$ cat config.mk
export PLATFORM = sky130hd
export DESIGN_NAME = greedy_change_dispenser_flat
export DESIGN_NICKNAME = d
export VERILOG_FILES = /design/src/rtl/chg_pkg.sv /design/src/rtl/chg_if.sv /design/src/rtl/greedy_change_dispenser.sv /design/src/rtl/chg_take_unit.sv /design/src/flat_wrapper.sv
export SDC_FILE = /design/constraint.sdc
export NUM_CORES = 2
export LEC_CHECK = 0
export BUFFER_PORTS_ARGS = -buffer_cell sky130_fd_sc_hd__buf_2
export CAP_MARGIN = 0
export CORE_ASPECT_RATIO = 0.6
export CORE_MARGIN = 5
export CORE_UTILIZATION = 40
export DETAILED_ROUTE_END_ITERATION = 10
export PLACE_DENSITY = 0.6
export SKIP_LAST_GASP = 1
export SYNTH_ARGS = -nofsm -noshare
export SYNTH_HDL_FRONTEND = slang
export SYNTH_HIERARCHICAL = 1
export SYNTH_SLANG_ARGS = --single-unit
$ cat constraint.sdc
create_clock -name clk -period 12.85 [get_ports clk]
set_input_delay 0.6425 -clock clk [delete_from_list [all_inputs] [get_ports clk]]
set_output_delay 0.6425 -clock clk [all_outputs]
set_load 0.005 [all_outputs]
$ cat src/rtl/chg_pkg.sv
// Shared constants, types and the denomination table of the change dispenser.
`timescale 1ns / 1ps

package chg_pkg;

    localparam int NUM_DENOMS         = 13;
    localparam int SLOT_W             = 4;
    localparam int VAL_W              = 15;
    localparam int REM_W              = 24;
    localparam int BAL_W              = 32;
    localparam int PIECES_W           = 16;
    localparam int STOCK_IN_W         = 16;
    localparam int STATUS_W           = 3;
    localparam int COUNT_BITS_DEFAULT = 16;

    localparam logic OP_LOAD = 1'b0;
    localparam logic OP_SALE = 1'b1;

    typedef enum logic [STATUS_W-1:0] {
        STATUS_LOADED       = 3'd0,
        STATUS_CHANGE_PART  = 3'd1,
        STATUS_NO_CHANGE    = 3'd2,
        STATUS_UNDERPAID    = 3'd3,
        STATUS_INSUFFICIENT = 3'd4
    } chg_status_t;

    typedef enum logic [2:0] {
        ST_IDLE,
        ST_LOAD_MUL,
        ST_LOAD_ADD,
        ST_WALK_START,
        ST_WALK_WAIT,
        ST_CHECK,
        ST_EMIT,
        ST_REPORT
    } chg_state_t;

    // Face value in cents of each slot, largest first
    function automatic logic [VAL_W-1:0] denom_value(input logic [SLOT_W-1:0] slot);
        logic [VAL_W-1:0] val;
        unique case (slot)
            4'd0:    val = 15'd20000;
            4'd1:    val = 15'd10000;
            4'd2:    val = 15'd5000;
            4'd3:    val = 15'd2000;
            4'd4:    val = 15'd1000;
            4'd5:    val = 15'd500;
            4'd6:    val = 15'd200;
            4'd7:    val = 15'd100;
            4'd8:    val = 15'd50;
            4'd9:    val = 15'd25;
            4'd10:   val = 15'd10;
            4'd11:   val = 15'd5;
            default: val = 15'd1;
        endcase
        return val;
    endfunction

endpackage

$ cat src/rtl/chg_if.sv
// Valid/ready channel interfaces for request items and result items.
`timescale 1ns / 1ps

interface chg_req_if import chg_pkg::*; ();
    logic                  valid;
    logic                  ready;
    logic                  op;
    logic [SLOT_W-1:0]     denom_index;
    logic [STOCK_IN_W-1:0] stock_count;
    logic [REM_W-1:0]      price_cents;
    logic [REM_W-1:0]      paid_cents;

    modport source (
        output valid, op, denom_index, stock_count, price_cents, paid_cents,
        input  ready
    );
    modport sink (
        input  valid, op, denom_index, stock_count, price_cents, paid_cents,
        output ready
    );
endinterface

interface chg_rsp_if import chg_pkg::*; ();
    logic                valid;
    logic                ready;
    logic [STATUS_W-1:0] status;
    logic [SLOT_W-1:0]   out_denom;
    logic [PIECES_W-1:0] pieces_used;
    logic [REM_W-1:0]    change_cents;
    logic [BAL_W-1:0]    balance_cents;
    logic                last;

    modport source (
        output valid, status, out_denom, pieces_used, change_cents, balance_cents, last,
        input  ready
    );
    modport sink (
        input  valid, status, out_denom, pieces_used, change_cents, balance_cents, last,
        output ready
    );
endinterface

$ cat src/rtl/greedy_change_dispenser.sv
// Top level of the change dispenser: stock store, sequencer and result register.
`timescale 1ns / 1ps

// Cash drawer with a stock count for each of 13 denominations (20000 cents down to
// 1 cent, slot 0 largest); the stock is all zero after reset, with no clearing pass.
// A load reads the old count, multiplies the count change by the face value, adds
// the product to the running balance and reports; a load past the table only
// reports, as does an underpaid or exact sale. A sale with change walks the 13 slots
// in order through one shared shift-subtract-compare unit: a slot with no stock or a
// value above the change left is skipped, any other is worked one bit of the take
// per cycle. A check step follows: with change left the sale reports short of stock,
// else a drain pass over the 13 slots commits the stock and transfers one result per
// slot used. The request side is ready only while the sequencer is idle; a single
// output register holds the result not yet taken; a stalled output holds the drain.
module greedy_change_dispenser import chg_pkg::*; #(
    parameter int COUNT_BITS = COUNT_BITS_DEFAULT
) (
    input  logic      clk,
    input  logic      rst_n,
    chg_req_if.sink   req,
    chg_rsp_if.source rsp
);

    localparam logic [SLOT_W-1:0] LAST_SLOT = SLOT_W'(NUM_DENOMS - 1);

    chg_state_t state_reg;
    chg_state_t state_next;

    logic [COUNT_BITS-1:0] stock_q [NUM_DENOMS];
    logic [COUNT_BITS-1:0] tent_q  [NUM_DENOMS];
    logic [BAL_W-1:0]      balance_reg;

    logic [SLOT_W-1:0]     idx_reg;
    logic [COUNT_BITS-1:0] cnt_reg;
    logic [REM_W-1:0]      change_reg;
    logic [REM_W-1:0]      rest_reg;
    logic [SLOT_W-1:0]     slot_reg;
    logic [SLOT_W-1:0]     last_nz_reg;
    chg_status_t           rep_status_reg;
    logic [BAL_W-1:0]      prod_reg;

    logic                  out_valid_reg;
    logic [STATUS_W-1:0]   out_status_reg;
    logic [SLOT_W-1:0]     out_denom_reg;
    logic [PIECES_W-1:0]   out_pieces_reg;
    logic [REM_W-1:0]      out_change_reg;
    logic [BAL_W-1:0]      out_balance_reg;
    logic                  out_last_reg;

    logic                  out_free;
    logic                  out_load;
    logic                  take_start;
    logic                  slot_adv;
    logic                  accept;
    logic [SLOT_W-1:0]     rd_idx;
    logic [COUNT_BITS-1:0] stock_rd;
    logic [COUNT_BITS-1:0] tent_rd;
    logic [VAL_W-1:0]      slot_val;
    logic [BAL_W-1:0]      cnt_wide;
    logic [COUNT_BITS-1:0] cnt_new;
    logic [BAL_W-1:0]      tent_wide;
    logic [BAL_W-1:0]      delta;
    logic                  underpaid;
    logic [REM_W-1:0]      diff;

    logic                  take_done;
    logic [COUNT_BITS-1:0] take_val;
    logic [REM_W-1:0]      take_rem;

    // Shared take unit for the greedy walk
    chg_take_unit #(
        .COUNT_BITS (COUNT_BITS)
    ) u_take (
        .clk     (clk),
        .rst_n   (rst_n),
        .start   (take_start),
        .rem_in  (rest_reg),
        .val     (slot_val),
        .avail   (stock_rd),
        .done    (take_done),
        .take    (take_val),
        .rem_out (take_rem)
    );

    // Decode the request and read the stores
    always_comb
    begin
        accept    = req.valid && req.ready;
        rd_idx    = (state_reg == ST_LOAD_MUL) ? idx_reg : slot_reg;
        stock_rd  = stock_q[rd_idx];
        tent_rd   = tent_q[slot_reg];
        slot_val  = denom_value(rd_idx);
        cnt_wide  = BAL_W'(req.stock_count);
        cnt_new   = cnt_wide[COUNT_BITS-1:0];
        tent_wide = BAL_W'(tent_rd);
        delta     = BAL_W'(cnt_reg) - BAL_W'(stock_rd);
        underpaid = req.paid_cents < req.price_cents;
        diff      = req.paid_cents - req.price_cents;
        out_free  = !out_valid_reg || rsp.ready;
    end

    // Next state and sequencer strobes
    always_comb
    begin
        state_next = state_reg;
        take_start = 1'b0;
        out_load   = 1'b0;
        slot_adv   = 1'b0;
        unique case (state_reg)
            ST_IDLE:
            begin
                if (req.valid)
                begin
                    if (req.op == OP_LOAD)
                    begin
                        state_next = (req.denom_index < SLOT_W'(NUM_DENOMS)) ?
                                     ST_LOAD_MUL : ST_REPORT;
                    end
                    else if (req.paid_cents <= req.price_cents)
                    begin
                        state_next = ST_REPORT;
                    end
                    else
                    begin
                        state_next = ST_WALK_START;
                    end
                end
            end
            ST_LOAD_MUL:
            begin
                state_next = ST_LOAD_ADD;
            end
            ST_LOAD_ADD:
            begin
                state_next = ST_REPORT;
            end
            ST_WALK_START:
            begin
                take_start = 1'b1;
                state_next = ST_WALK_WAIT;
            end
            ST_WALK_WAIT:
            begin
                if (take_done)
                begin
                    state_next = (slot_reg == LAST_SLOT) ? ST_CHECK : ST_WALK_START;
                end
            end
            ST_CHECK:
            begin
                state_next = (rest_reg != '0) ? ST_REPORT : ST_EMIT;
            end
            ST_EMIT:
            begin
                if ((tent_rd == '0) || out_free)
                begin
                    slot_adv = 1'b1;
                    out_load = (tent_rd != '0);
                    if (slot_reg == LAST_SLOT)
                    begin
                        state_next = ST_IDLE;
                    end
                end
            end
            ST_REPORT:
            begin
                if (out_free)
                begin
                    out_load   = 1'b1;
                    state_next = ST_IDLE;
                end
            end
            default:
            begin
                state_next = ST_IDLE;
            end
        endcase
    end

    // Hold the state, the stock store, the balance and the output flag
    always_ff @(posedge clk or negedge rst_n)
    begin
        if (!rst_n)
        begin
            state_reg     <= ST_IDLE;
            out_valid_reg <= 1'b0;
            balance_reg   <= '0;
            for (int i = 0; i < NUM_DENOMS; i++)
            begin
                stock_q[i] <= '0;
            end
        end
        else
        begin
            state_reg <= state_next;
            if (out_load)
            begin
                out_valid_reg <= 1'b1;
            end
            else if (rsp.ready)
            begin
                out_valid_reg <= 1'b0;
            end
            if (state_reg == ST_LOAD_MUL)
            begin
                stock_q[idx_reg] <= cnt_reg;
            end
            if (state_reg == ST_LOAD_ADD)
            begin
                balance_reg <= balance_reg + prod_reg;
            end
            if ((state_reg == ST_CHECK) && (rest_reg == '0))
            begin
                balance_reg <= balance_reg - BAL_W'(change_reg);
            end
            // Commit the plan slot by slot during the drain
            if (slot_adv)
            begin
                stock_q[slot_reg] <= stock_rd - tent_rd;
            end
        end
    end

    // Latch the request and step the walk
    always_ff @(posedge clk)
    begin
        if (accept)
        begin
            idx_reg     <= req.denom_index;
            cnt_reg     <= cnt_new;
            slot_reg    <= '0;
            last_nz_reg <= '0;
            rest_reg    <= diff;
            if (req.op == OP_LOAD)
            begin
                change_reg     <= '0;
                rep_status_reg <= STATUS_LOADED;
            end
            else
            begin
                change_reg     <= underpaid ? '0 : diff;
                rep_status_reg <= underpaid ? STATUS_UNDERPAID : STATUS_NO_CHANGE;
            end
        end
        if (state_reg == ST_LOAD_MUL)
        begin
            prod_reg <= delta * BAL_W'(slot_val);
        end
        if ((state_reg == ST_WALK_WAIT) && take_done)
        begin
            tent_q[slot_reg] <= take_val;
            rest_reg         <= take_rem;
            if (take_val != '0)
            begin
                last_nz_reg <= slot_reg;
            end
            if (slot_reg != LAST_SLOT)
            begin
                slot_reg <= slot_reg + SLOT_W'(1);
            end
        end
        if (state_reg == ST_CHECK)
        begin
            slot_reg       <= '0;
            rep_status_reg <= STATUS_INSUFFICIENT;
        end
        if (slot_adv && (slot_reg != LAST_SLOT))
        begin
            slot_reg <= slot_reg + SLOT_W'(1);
        end
    end

    // Load the result register
    always_ff @(posedge clk)
    begin
        if (out_load)
        begin
            out_change_reg  <= change_reg;
            out_balance_reg <= balance_reg;
            if (state_reg == ST_EMIT)
            begin
                out_status_reg <= STATUS_CHANGE_PART;
                out_denom_reg  <= slot_reg;
                out_pieces_reg <= tent_wide[PIECES_W-1:0];
                out_last_reg   <= (slot_reg == last_nz_reg);
            end
            else
            begin
                out_status_reg <= rep_status_reg;
                out_denom_reg  <= '0;
                out_pieces_reg <= '0;
                out_last_reg   <= 1'b1;
            end
        end
    end

    assign req.ready         = (state_reg == ST_IDLE);
    assign rsp.valid         = out_valid_reg;
    assign rsp.status        = out_status_reg;
    assign rsp.out_denom     = out_denom_reg;
    assign rsp.pieces_used   = out_pieces_reg;
    assign rsp.change_cents  = out_change_reg;
    assign rsp.balance_cents = out_balance_reg;
    assign rsp.last          = out_last_reg;

endmodule

$ cat src/rtl/chg_take_unit.sv
// Bit-serial unit: largest take <= stock with take * value <= remaining change.
`timescale 1ns / 1ps

module chg_take_unit import chg_pkg::*; #(
    parameter int COUNT_BITS = COUNT_BITS_DEFAULT
) (
    input  logic                  clk,
    input  logic                  rst_n,
    input  logic                  start,
    input  logic [REM_W-1:0]      rem_in,
    input  logic [VAL_W-1:0]      val,
    input  logic [COUNT_BITS-1:0] avail,
    output logic                  done,
    output logic [COUNT_BITS-1:0] take,
    output logic [REM_W-1:0]      rem_out
);

    localparam int BIT_W   = $clog2(COUNT_BITS);
    localparam int TOP_BIT = ((COUNT_BITS < REM_W) ? COUNT_BITS : REM_W) - 1;

    logic                  busy_reg;
    logic                  done_reg;
    logic [BIT_W-1:0]      bit_reg;
    logic [COUNT_BITS-1:0] take_reg;
    logic [COUNT_BITS-1:0] avail_reg;
    logic [REM_W-1:0]      rem_reg;

    logic [COUNT_BITS-1:0] trial;
    logic [REM_W-1:0]      val_ext;
    logic [REM_W-1:0]      sub;
    logic                  fits;
    logic                  skip;

    // Try one more bit of the take: it must stay within stock and within the change left
    always_comb
    begin
        val_ext = REM_W'(val);
        trial   = take_reg | (COUNT_BITS'(1) << bit_reg);
        sub     = val_ext << bit_reg;
        fits    = (trial <= avail_reg) && ((rem_reg >> bit_reg) >= val_ext);
        skip    = (rem_in < val_ext) || (avail == '0);
    end

    // Hold the control flags
    always_ff @(posedge clk or negedge rst_n)
    begin
        if (!rst_n)
        begin
            busy_reg <= 1'b0;
            done_reg <= 1'b0;
        end
        else
        begin
            done_reg <= 1'b0;
            if (start)
            begin
                busy_reg <= !skip;
                done_reg <= skip;
            end
            else if (busy_reg && (bit_reg == '0))
            begin
                busy_reg <= 1'b0;
                done_reg <= 1'b1;
            end
        end
    end

    // Advance one bit per cycle, most significant first
    always_ff @(posedge clk)
    begin
        if (start)
        begin
            rem_reg   <= rem_in;
            take_reg  <= '0;
            avail_reg <= avail;
            bit_reg   <= BIT_W'(TOP_BIT);
        end
        else if (busy_reg)
        begin
            if (fits)
            begin
                take_reg <= trial;
                rem_reg  <= rem_reg - sub;
            end
            if (bit_reg != '0)
            begin
                bit_reg <= bit_reg - BIT_W'(1);
            end
        end
    end

    assign done    = done_reg;
    assign take    = take_reg;
    assign rem_out = rem_reg;

endmodule

$ cat src/flat_wrapper.sv
// flat-port wrapper written by rule: the top's interface ports become plain ports
module greedy_change_dispenser_flat import chg_pkg::*;
#(
    parameter int COUNT_BITS = COUNT_BITS_DEFAULT
)
  (clk, rst_n, req_valid, req_op, req_denom_index, req_stock_count, req_price_cents, req_paid_cents, req_ready, rsp_valid, rsp_status, rsp_out_denom, rsp_pieces_used, rsp_change_cents, rsp_balance_cents, rsp_last, rsp_ready);
  chg_req_if req_i ();
  chg_rsp_if rsp_i ();
  input  logic clk;
  input  logic rst_n;
  input wire logic [$bits(req_i.valid)-1:0] req_valid;
  input wire logic [$bits(req_i.op)-1:0] req_op;
  input wire logic [$bits(req_i.denom_index)-1:0] req_denom_index;
  input wire logic [$bits(req_i.stock_count)-1:0] req_stock_count;
  input wire logic [$bits(req_i.price_cents)-1:0] req_price_cents;
  input wire logic [$bits(req_i.paid_cents)-1:0] req_paid_cents;
  output wire logic [$bits(req_i.ready)-1:0] req_ready;
  output wire logic [$bits(rsp_i.valid)-1:0] rsp_valid;
  output wire logic [$bits(rsp_i.status)-1:0] rsp_status;
  output wire logic [$bits(rsp_i.out_denom)-1:0] rsp_out_denom;
  output wire logic [$bits(rsp_i.pieces_used)-1:0] rsp_pieces_used;
  output wire logic [$bits(rsp_i.change_cents)-1:0] rsp_change_cents;
  output wire logic [$bits(rsp_i.balance_cents)-1:0] rsp_balance_cents;
  output wire logic [$bits(rsp_i.last)-1:0] rsp_last;
  input wire logic [$bits(rsp_i.ready)-1:0] rsp_ready;
  assign req_i.valid = req_valid;
  assign req_i.op = req_op;
  assign req_i.denom_index = req_denom_index;
  assign req_i.stock_count = req_stock_count;
  assign req_i.price_cents = req_price_cents;
  assign req_i.paid_cents = req_paid_cents;
  assign req_ready = req_i.ready;
  assign rsp_valid = rsp_i.valid;
  assign rsp_status = rsp_i.status;
  assign rsp_out_denom = rsp_i.out_denom;
  assign rsp_pieces_used = rsp_i.pieces_used;
  assign rsp_change_cents = rsp_i.change_cents;
  assign rsp_balance_cents = rsp_i.balance_cents;
  assign rsp_last = rsp_i.last;
  assign rsp_i.ready = rsp_ready;
  greedy_change_dispenser #(.COUNT_BITS(COUNT_BITS)) u_core (.clk(clk), .rst_n(rst_n), .req(req_i), .rsp(rsp_i));
endmodule
---- Word-level counts from Yosys, hierarchy flattened ----
Memories as Yosys holds them, arrays and structs flattened. A register that Yosys moved wholly into a read port is not among the register bits.
Cells that the tools add are included.
Widths: inputs -> output; s select.
storage, ports and cells
  memories kept ........................... 2
  logic and storage cells ................. 168
  ROM bits ................................ 240
  bits of input ports ..................... 73
  bits in writable memories ............... 208
  register bits after elaboration ......... 497
  latch bits .............................. 0
cells by class
  bitwise operators ....................... 5
  muxes and demuxes ....................... 54
  $mul .................................... 1
  shifts and indexed selects .............. 3
  equal/unequal tests ..................... 15
  magnitude comparators ................... 11
  reductions and logical operators ........ 33
  add/subtract/negate cells ............... 8
  divide/modulo/power cells ............... 0
memories
  memory            depth  width  rd ports  clocked after Yosys merged registers in  write ports  RTL line                       text
  (name not given)  16     15     1         0                                        0            chg_pkg.sv:41                  unique case (slot)
  u_core.tent_q     13     16     1         1                                        1            greedy_change_dispenser.sv:30  logic [COUNT_BITS-1:0] tent_q [NUM_DENOMS];
operator list
  cell                number
  $bwmux 208          2
  $mux 208            2
  $demux 16 s4        2
  $mux 24             5
  $bmux 16 s4         1
  $mux 16             4
  $mux 32             2
  $sub 24x24->24      2
  $mux 4              9
  $add 32x32->32      1
  $logic_not 16->1    2
  $mul 32x15->32      1
  $reduce_bool 16->1  2
  $sub 32x24->32      1
  $mux 3              10
  $ge 24x15->1        1
  $le 24x24->1        1
  $logic_not 24->1    1
  $lt 24x15->1        1
  $lt 24x24->1        1
  $pmux 3 s8          1
  $reduce_bool 24->1  1
  $shl 15x4->24       1
  $shr 24x4->24       1
  32 further kinds    75

---- Logic depth before layout (Yosys ltp) ----
  depth in word-level cells ............... 10
  mapped depth ............................ 50
  depth with buffers taken out ............ 46

---- Hierarchy ----
The synthesis kept the hierarchy.
modules (own cells, without submodules)
  module                   area each (µm²)  cells each  instances  seq. area each (µm²)
  greedy_change_dispenser  42134.2          4054        1          17977.2
  chg_take_unit            6386.1           746         1          1651.6

---- Worst setup path before layout ----
No wires, ideal clock.
  kind .................................... reg2reg
  from .................................... register u_core.state_reg[1]
  to ...................................... register u_core.prod_reg[30] (data pin)
  clock period less this slack ............ 10.864 ns
  arrival time ............................ 10.583 ns
  stages on the path, launching flop included .. 46
  required time ........................... 12.569 ns
  slack ................................... 1.986 ns
  library setup time ...................... 0.281 ns
  cell sequence ........................... dfrtp_1 > buf_2 > or3b_4 > mux2_4 > clkinv_4 > buf_2 > buf_1 > clkbuf_1 > nand2_1 > a21oi_1 > a211oi_1 > a31oi_1 > ha_1 > inv_1 > fa_1 > o31ai_1 > a22oi_1 > o31ai_1 > (+10 left out) > fa_1 > fa_1 > inv_1 > fa_1 > inv_1 > ha_1 > a21o_1 > a21o_1 > a21oi_1 > nor2b_1 > o21ai_0 > nand2b_1 > a21oi_1 > o21ai_0 > a41oi_1 > o21ai_0 > o41ai_1 > o211ai_1
on the way
  longest elaborated chain between the ends .. 8
  elaborated cells on any way between the ends .. 9
  classes of those cells .................. add/sub: 1; mul: 1; eq/ne: 1; mux: 4; bitwise: 1; memory: 1
RTL lines
  element                                     RTL line                        text
  start: declaration                          greedy_change_dispenser.sv:26   chg_state_t state_reg;
  start signal: assignment                    greedy_change_dispenser.sv:195  state_reg <= state_next;
  $eq 3x1->1                                  greedy_change_dispenser.sv:89   rd_idx = (state_reg == ST_LOAD_MUL) ? idx_reg : slot_reg;
  $mux 4                                      greedy_change_dispenser.sv:89
  $not 4->5 (implied by the code)             greedy_change_dispenser.sv:90   stock_rd = stock_q[rd_idx];
  $bmux 16 s4                                 greedy_change_dispenser.sv:90
  $mux 16 (implied by the code) (2 in a row)  greedy_change_dispenser.sv:90
  via u_core.stock_rd[0]                      greedy_change_dispenser.sv:56   logic [COUNT_BITS-1:0] stock_rd;
  $sub 16x16->17                              greedy_change_dispenser.sv:96   delta = BAL_W'(cnt_reg) - BAL_W'(stock_rd);
  $mul 32x15->32                              greedy_change_dispenser.sv:247  prod_reg <= delta * BAL_W'(slot_val);
  end signal: assignment                      greedy_change_dispenser.sv:247
  end: declaration                            greedy_change_dispenser.sv:40   logic [BAL_W-1:0] prod_reg;
The timed path passes the listed nets, and every way through them passes these cells. The select of a mux whose other input is x is not followed.
A chain may end at the register's enable or synchronous reset.

---- Final worst setup path ----
  from .................................... register u_core.state_reg[1]
  to ...................................... register u_core.prod_reg[30] (data pin)
on the way
  longest elaborated chain between the ends .. 8
  elaborated cells on any way between the ends .. 9
  classes of those cells .................. add/sub: 1; mul: 1; eq/ne: 1; mux: 4; bitwise: 1; memory: 1
RTL lines
  element                                     RTL line
  $eq 3x1->1 (*)                              greedy_change_dispenser.sv:89
  $mux 4 (*)                                  greedy_change_dispenser.sv:89
  $not 4->5 (implied by the code)             greedy_change_dispenser.sv:90
  $bmux 16 s4                                 greedy_change_dispenser.sv:90
  $mux 16 (implied by the code) (2 in a row)  greedy_change_dispenser.sv:90
  $sub 16x16->17                              greedy_change_dispenser.sv:96
  $mul 32x15->32 (*)                          greedy_change_dispenser.sv:247
Mark *: on every way between the ends. The rest lies on a longest branch, timed or not. The select of a mux whose other input is x is not followed.

==> results by group <==
Timing
  • Maximum clock rate: 82.4 MHz
  • Pins over their slew limit: 0
  • Setup repair after global routing missed its margin: no
  • Setup_tns: 0 ns
  • Setup violators final: 0
  • Worst slew margin relative to its limit: 13.7%
  • Min Clock Period, post-route: 12.14 ns
  • Final hold vios: 0
  • Final worst clock skew: 0.0549 ns
  • Min Hold Slack: 0.141 ns
  • Tcrit/Tclk final: 94.5%
  • Worst-margin pin slew: 1.29 ns

Floorplanning
  • Die Width: 460 um
  • Die Y: 280 um
  • Top-Level Pins: 155
  • Initial core utilization: 40.1%
  • Floorplan Core Area: 121000 um^2
  • Placement row count: 99
  • Die area: 129000 um^2

Synth
  • Top flip-flop cell by instance count after synthesis: sky130_fd_sc_hd__edfxtp_1
  • Arithmetic-cell share of the synthesized area counting full adders, half adders and majority gates: 16.8%
  • Cell Area, Synth: 48500 um^2
  • Number of nets produced by synthesis: 5364
  • Share of the synthesized area in compound gates (AO/OA/AOI/OAI): 11.5%
  • XOR/XNOR Fraction of Synth Area: 3.42%
  • Synth Area per Inst: 10.1 um^2
  • Multiplexer area fraction after synthesis: 8.97%
  • Simple-gate share of the synthesized area: 13.4%
  • Sequential element share of the synthesized area: 40.5%
  • Synth warn: 6
  • Ys async rst share: 34.9%
  • EDFF count, synth: 428
  • Largest family of logic cells by synthesized area: adder cells
  • Post-synthesis sequential element count: 705
  • Cells after synthesis: 4800
  • Number of library cell types mapped by synthesis: 99

Cells and area
  • Diode insertion count for antenna repair: 0
  • Final Core Density: 44.2%
  • Relative area change from synthesis to final layout: 10.3%
  • Commonest cells after routing, fill and taps aside: 675 x sky130_fd_sc_hd__nand2_1, 429 x sky130_fd_sc_hd__inv_1, 428 x sky130_fd_sc_hd__edfxtp_1
  • Net count reported at finish: 5437
  • Proportion of layout cells with a drive suffix above 1: 13.0%
  • Leading registers by flop count: u_core/stock_q: 208 flops, u_core/tent_q: 208 flops
  • Final Instance Area: 53500 um^2
  • Commonest non-fill, non-tap cell in the layout: sky130_fd_sc_hd__nand2_1

Setup path
  • Crit Path Category: reg -> reg
  • Critical-path maximum fanout: 40
  • Critical path capture point type: flip-flop
  • Slowest stage cell on the critical path: sky130_fd_sc_hd__mux2_2
  • Max incr delay on CP: 0.67 ns
  • Cell repeated most along the worst path: sky130_fd_sc_hd__fa_1
  • Data required, critical path: 13.27 ns
  • Type of origin of the critical path: flip-flop
  • Arrival time of the worst setup path: 12.56 ns

Routing
  • DRC marker count from the first detailed-route iteration: 4791
  • Via-per-instance ratio: 5.72
  • Number of remaining DRC errors: 0
  • Overall via count from detail_route: 37429
  • Wirelength, routed: 154000 um
  • Number of iterations in the first detailed-routing pass: 8
  • Antenna-violating nets left: 0
  • Average wire per standard cell: 23.5 um

Global routing
  • Antenna violations before repair: 4
  • Wire length of the first global-routing pass: 231000 um
  • Overflow after GRT: 0
  • GRT Total Usage: 23.6%
  • Maximum number of pins on one net before global-route repair: 183
  • Via count of the first global-routing pass: 35823

Place
  • Placed wire-length estimate: 111000 um
  • Post-detailed-placement cell area: 51100 um^2
  • Count of input and output buffers: 154
  • Final estimated routing congestion in global placement: 0.941

Clock tree
  • Buffer depth of the longest clock path: 3
  • Clock Pin Slew Worst Setup and Hold Paths: 0.07 ns
  • CTS tree: built
  • Number of H-tree levels: 3
  • Clock Tree Root: sky130_fd_sc_hd__clkbuf_16
  • Insertion delay to the later sink of the worst-skew pair: 0.70 ns
  • Clock buffer count from CTS: 71
  • Number of clock sinks seen by CTS: 705
  • Buffers inserted during post-CTS setup optimization: 0

Run status
  • Run status: complete, no violations

Job
  • Number of max-cap violations: 0

Min path
  • Min-Delay Path Class: in -> reg
synth_stat cells, types with 9 or more instances:
library cell,n,area [um^2]
sky130_fd_sc_hd__a211oi_1,24,180
sky130_fd_sc_hd__a21o_1,56,420
sky130_fd_sc_hd__a21oi_1,243,1220
sky130_fd_sc_hd__a221oi_1,9,78.8
sky130_fd_sc_hd__a22oi_1,16,120
sky130_fd_sc_hd__a31o_2,12,105
sky130_fd_sc_hd__a31oi_1,40,250
sky130_fd_sc_hd__and2_1,29,181
sky130_fd_sc_hd__and3_1,32,200
sky130_fd_sc_hd__buf_1,27,101
sky130_fd_sc_hd__buf_2,19,95.1
sky130_fd_sc_hd__clkbuf_1,189,709
sky130_fd_sc_hd__dfrtp_1,246,6160
sky130_fd_sc_hd__dfxtp_1,31,621
sky130_fd_sc_hd__edfxtp_1,428,12900
sky130_fd_sc_hd__fa_1,252,5040
sky130_fd_sc_hd__ha_1,239,2990
sky130_fd_sc_hd__inv_1,430,1610
sky130_fd_sc_hd__mux2_2,133,1500
sky130_fd_sc_hd__mux2i_1,95,951
sky130_fd_sc_hd__mux4_2,78,1760
sky130_fd_sc_hd__nand2_1,675,2530
sky130_fd_sc_hd__nand2b_1,27,169
sky130_fd_sc_hd__nand3_1,96,480
sky130_fd_sc_hd__nand4_1,20,125
sky130_fd_sc_hd__nor2_1,416,1560
sky130_fd_sc_hd__nor2b_1,26,163
sky130_fd_sc_hd__nor3_1,62,310
sky130_fd_sc_hd__nor4_1,32,200
sky130_fd_sc_hd__o211ai_1,20,150
sky130_fd_sc_hd__o21a_1,20,150
sky130_fd_sc_hd__o21ai_0,345,1730
sky130_fd_sc_hd__o21bai_1,13,97.6
sky130_fd_sc_hd__o31ai_1,19,143
sky130_fd_sc_hd__or2_2,13,81.3
sky130_fd_sc_hd__or3_1,19,119
sky130_fd_sc_hd__xnor2_1,107,937
sky130_fd_sc_hd__xor2_1,79,692
routing by layer:
layer	global-route usage, %	routed length, um	share of wire, %
met3	6.52	18500	12
met4	4.74	3000	2.0
met2	32.7	61000	40
met1	36.7	71300	46
met5	0	0	0
area by class of cell:
type / count / area, um^2
clock buffer: 101 / 2000
tap: 1616 / 2020
sequential: 705 / 19600
timing repair buffer: 247 / 1490
multi-input combinational: 3409 / 26300
inverter: 439 / 1650
fill: 11372 / 67500
clock inverter: 30 / 403
critical path, delay by kind of cell (launching register included):
family | cells | cell delay, ns
fa+ha+maj | 7 | 3.41
flops | 1 | 0.36
xor+xnor | 1 | 0.53
mux | 1 | 0.67
buf+inv | 6 | 0.99
simple gates | 6 | 1.72
compound gates | 17 | 4.19
per-stage QoR:
stage | instances | setup WS [ns]
after detailed placement | 6415 | 0.730
after global routing | 6547 | 0.00404
after CTS | 6547 | 0.760
final | 6547 | 0.708
after floorplan | 4800 | 1.99
after global placement | 6415 | 1.00
cells by family (layout without fill, tap and decap cells):
| group | after synthesis | in the layout |
|---|---|---|
| adders and majority gates | 500 | 500 |
| DFF | 705 | 705 |
| and+or+nand+nor | 1490 | 1490 |
| buffers and inverters | 686 | 817 |
| muxes | 312 | 312 |
| AOI/OAI and AO/OA | 919 | 919 |
| xor gates and xnor gates | 188 | 188 |
final timing paths:
| path | startpoint | slack (ns) | end | cells after the start |
|---|---|---|---|---|
| setup / recovery | u_core/state_reg[1]$_DFFE_PN0P_ | 0.71 | u_core/prod_reg[30]$_DFFE_PN_ | 38 |
| hold / removal | req_stock_count[8] | 0.14 | u_core/cnt_reg[8]$_DFFE_PP_ | 1 |
| setup reg to reg | u_core/state_reg[1]$_DFFE_PN0P_ | 0.71 | u_core/prod_reg[30]$_DFFE_PN_ | 38 |
| hold reg to reg | u_core/rep_status_reg[2]$_SDFFE_PP1P_ | 0.45 | u_core/rep_status_reg[2]$_SDFFE_PP1P_ | 2 |
| max in group asynchronous | rst_n | 10.74 | u_core/stock_q[9]$_DFF_PN0_ | 3 |
| min in group asynchronous | rst_n | 0.48 | u_core/balance_reg[5]$_DFFE_PN0P_ | 2 |
timing repair:
item | CTS | global route
gates resized for setup | 0 | 4
setup endpoints to repair | 0 | 2
hold buffers | 1 | 0
endpoints found under the hold margin | 61 | 0
Power is not shown: default switching activity piles up to over one toggle a cycle in this logic, so the estimate is an artifact.
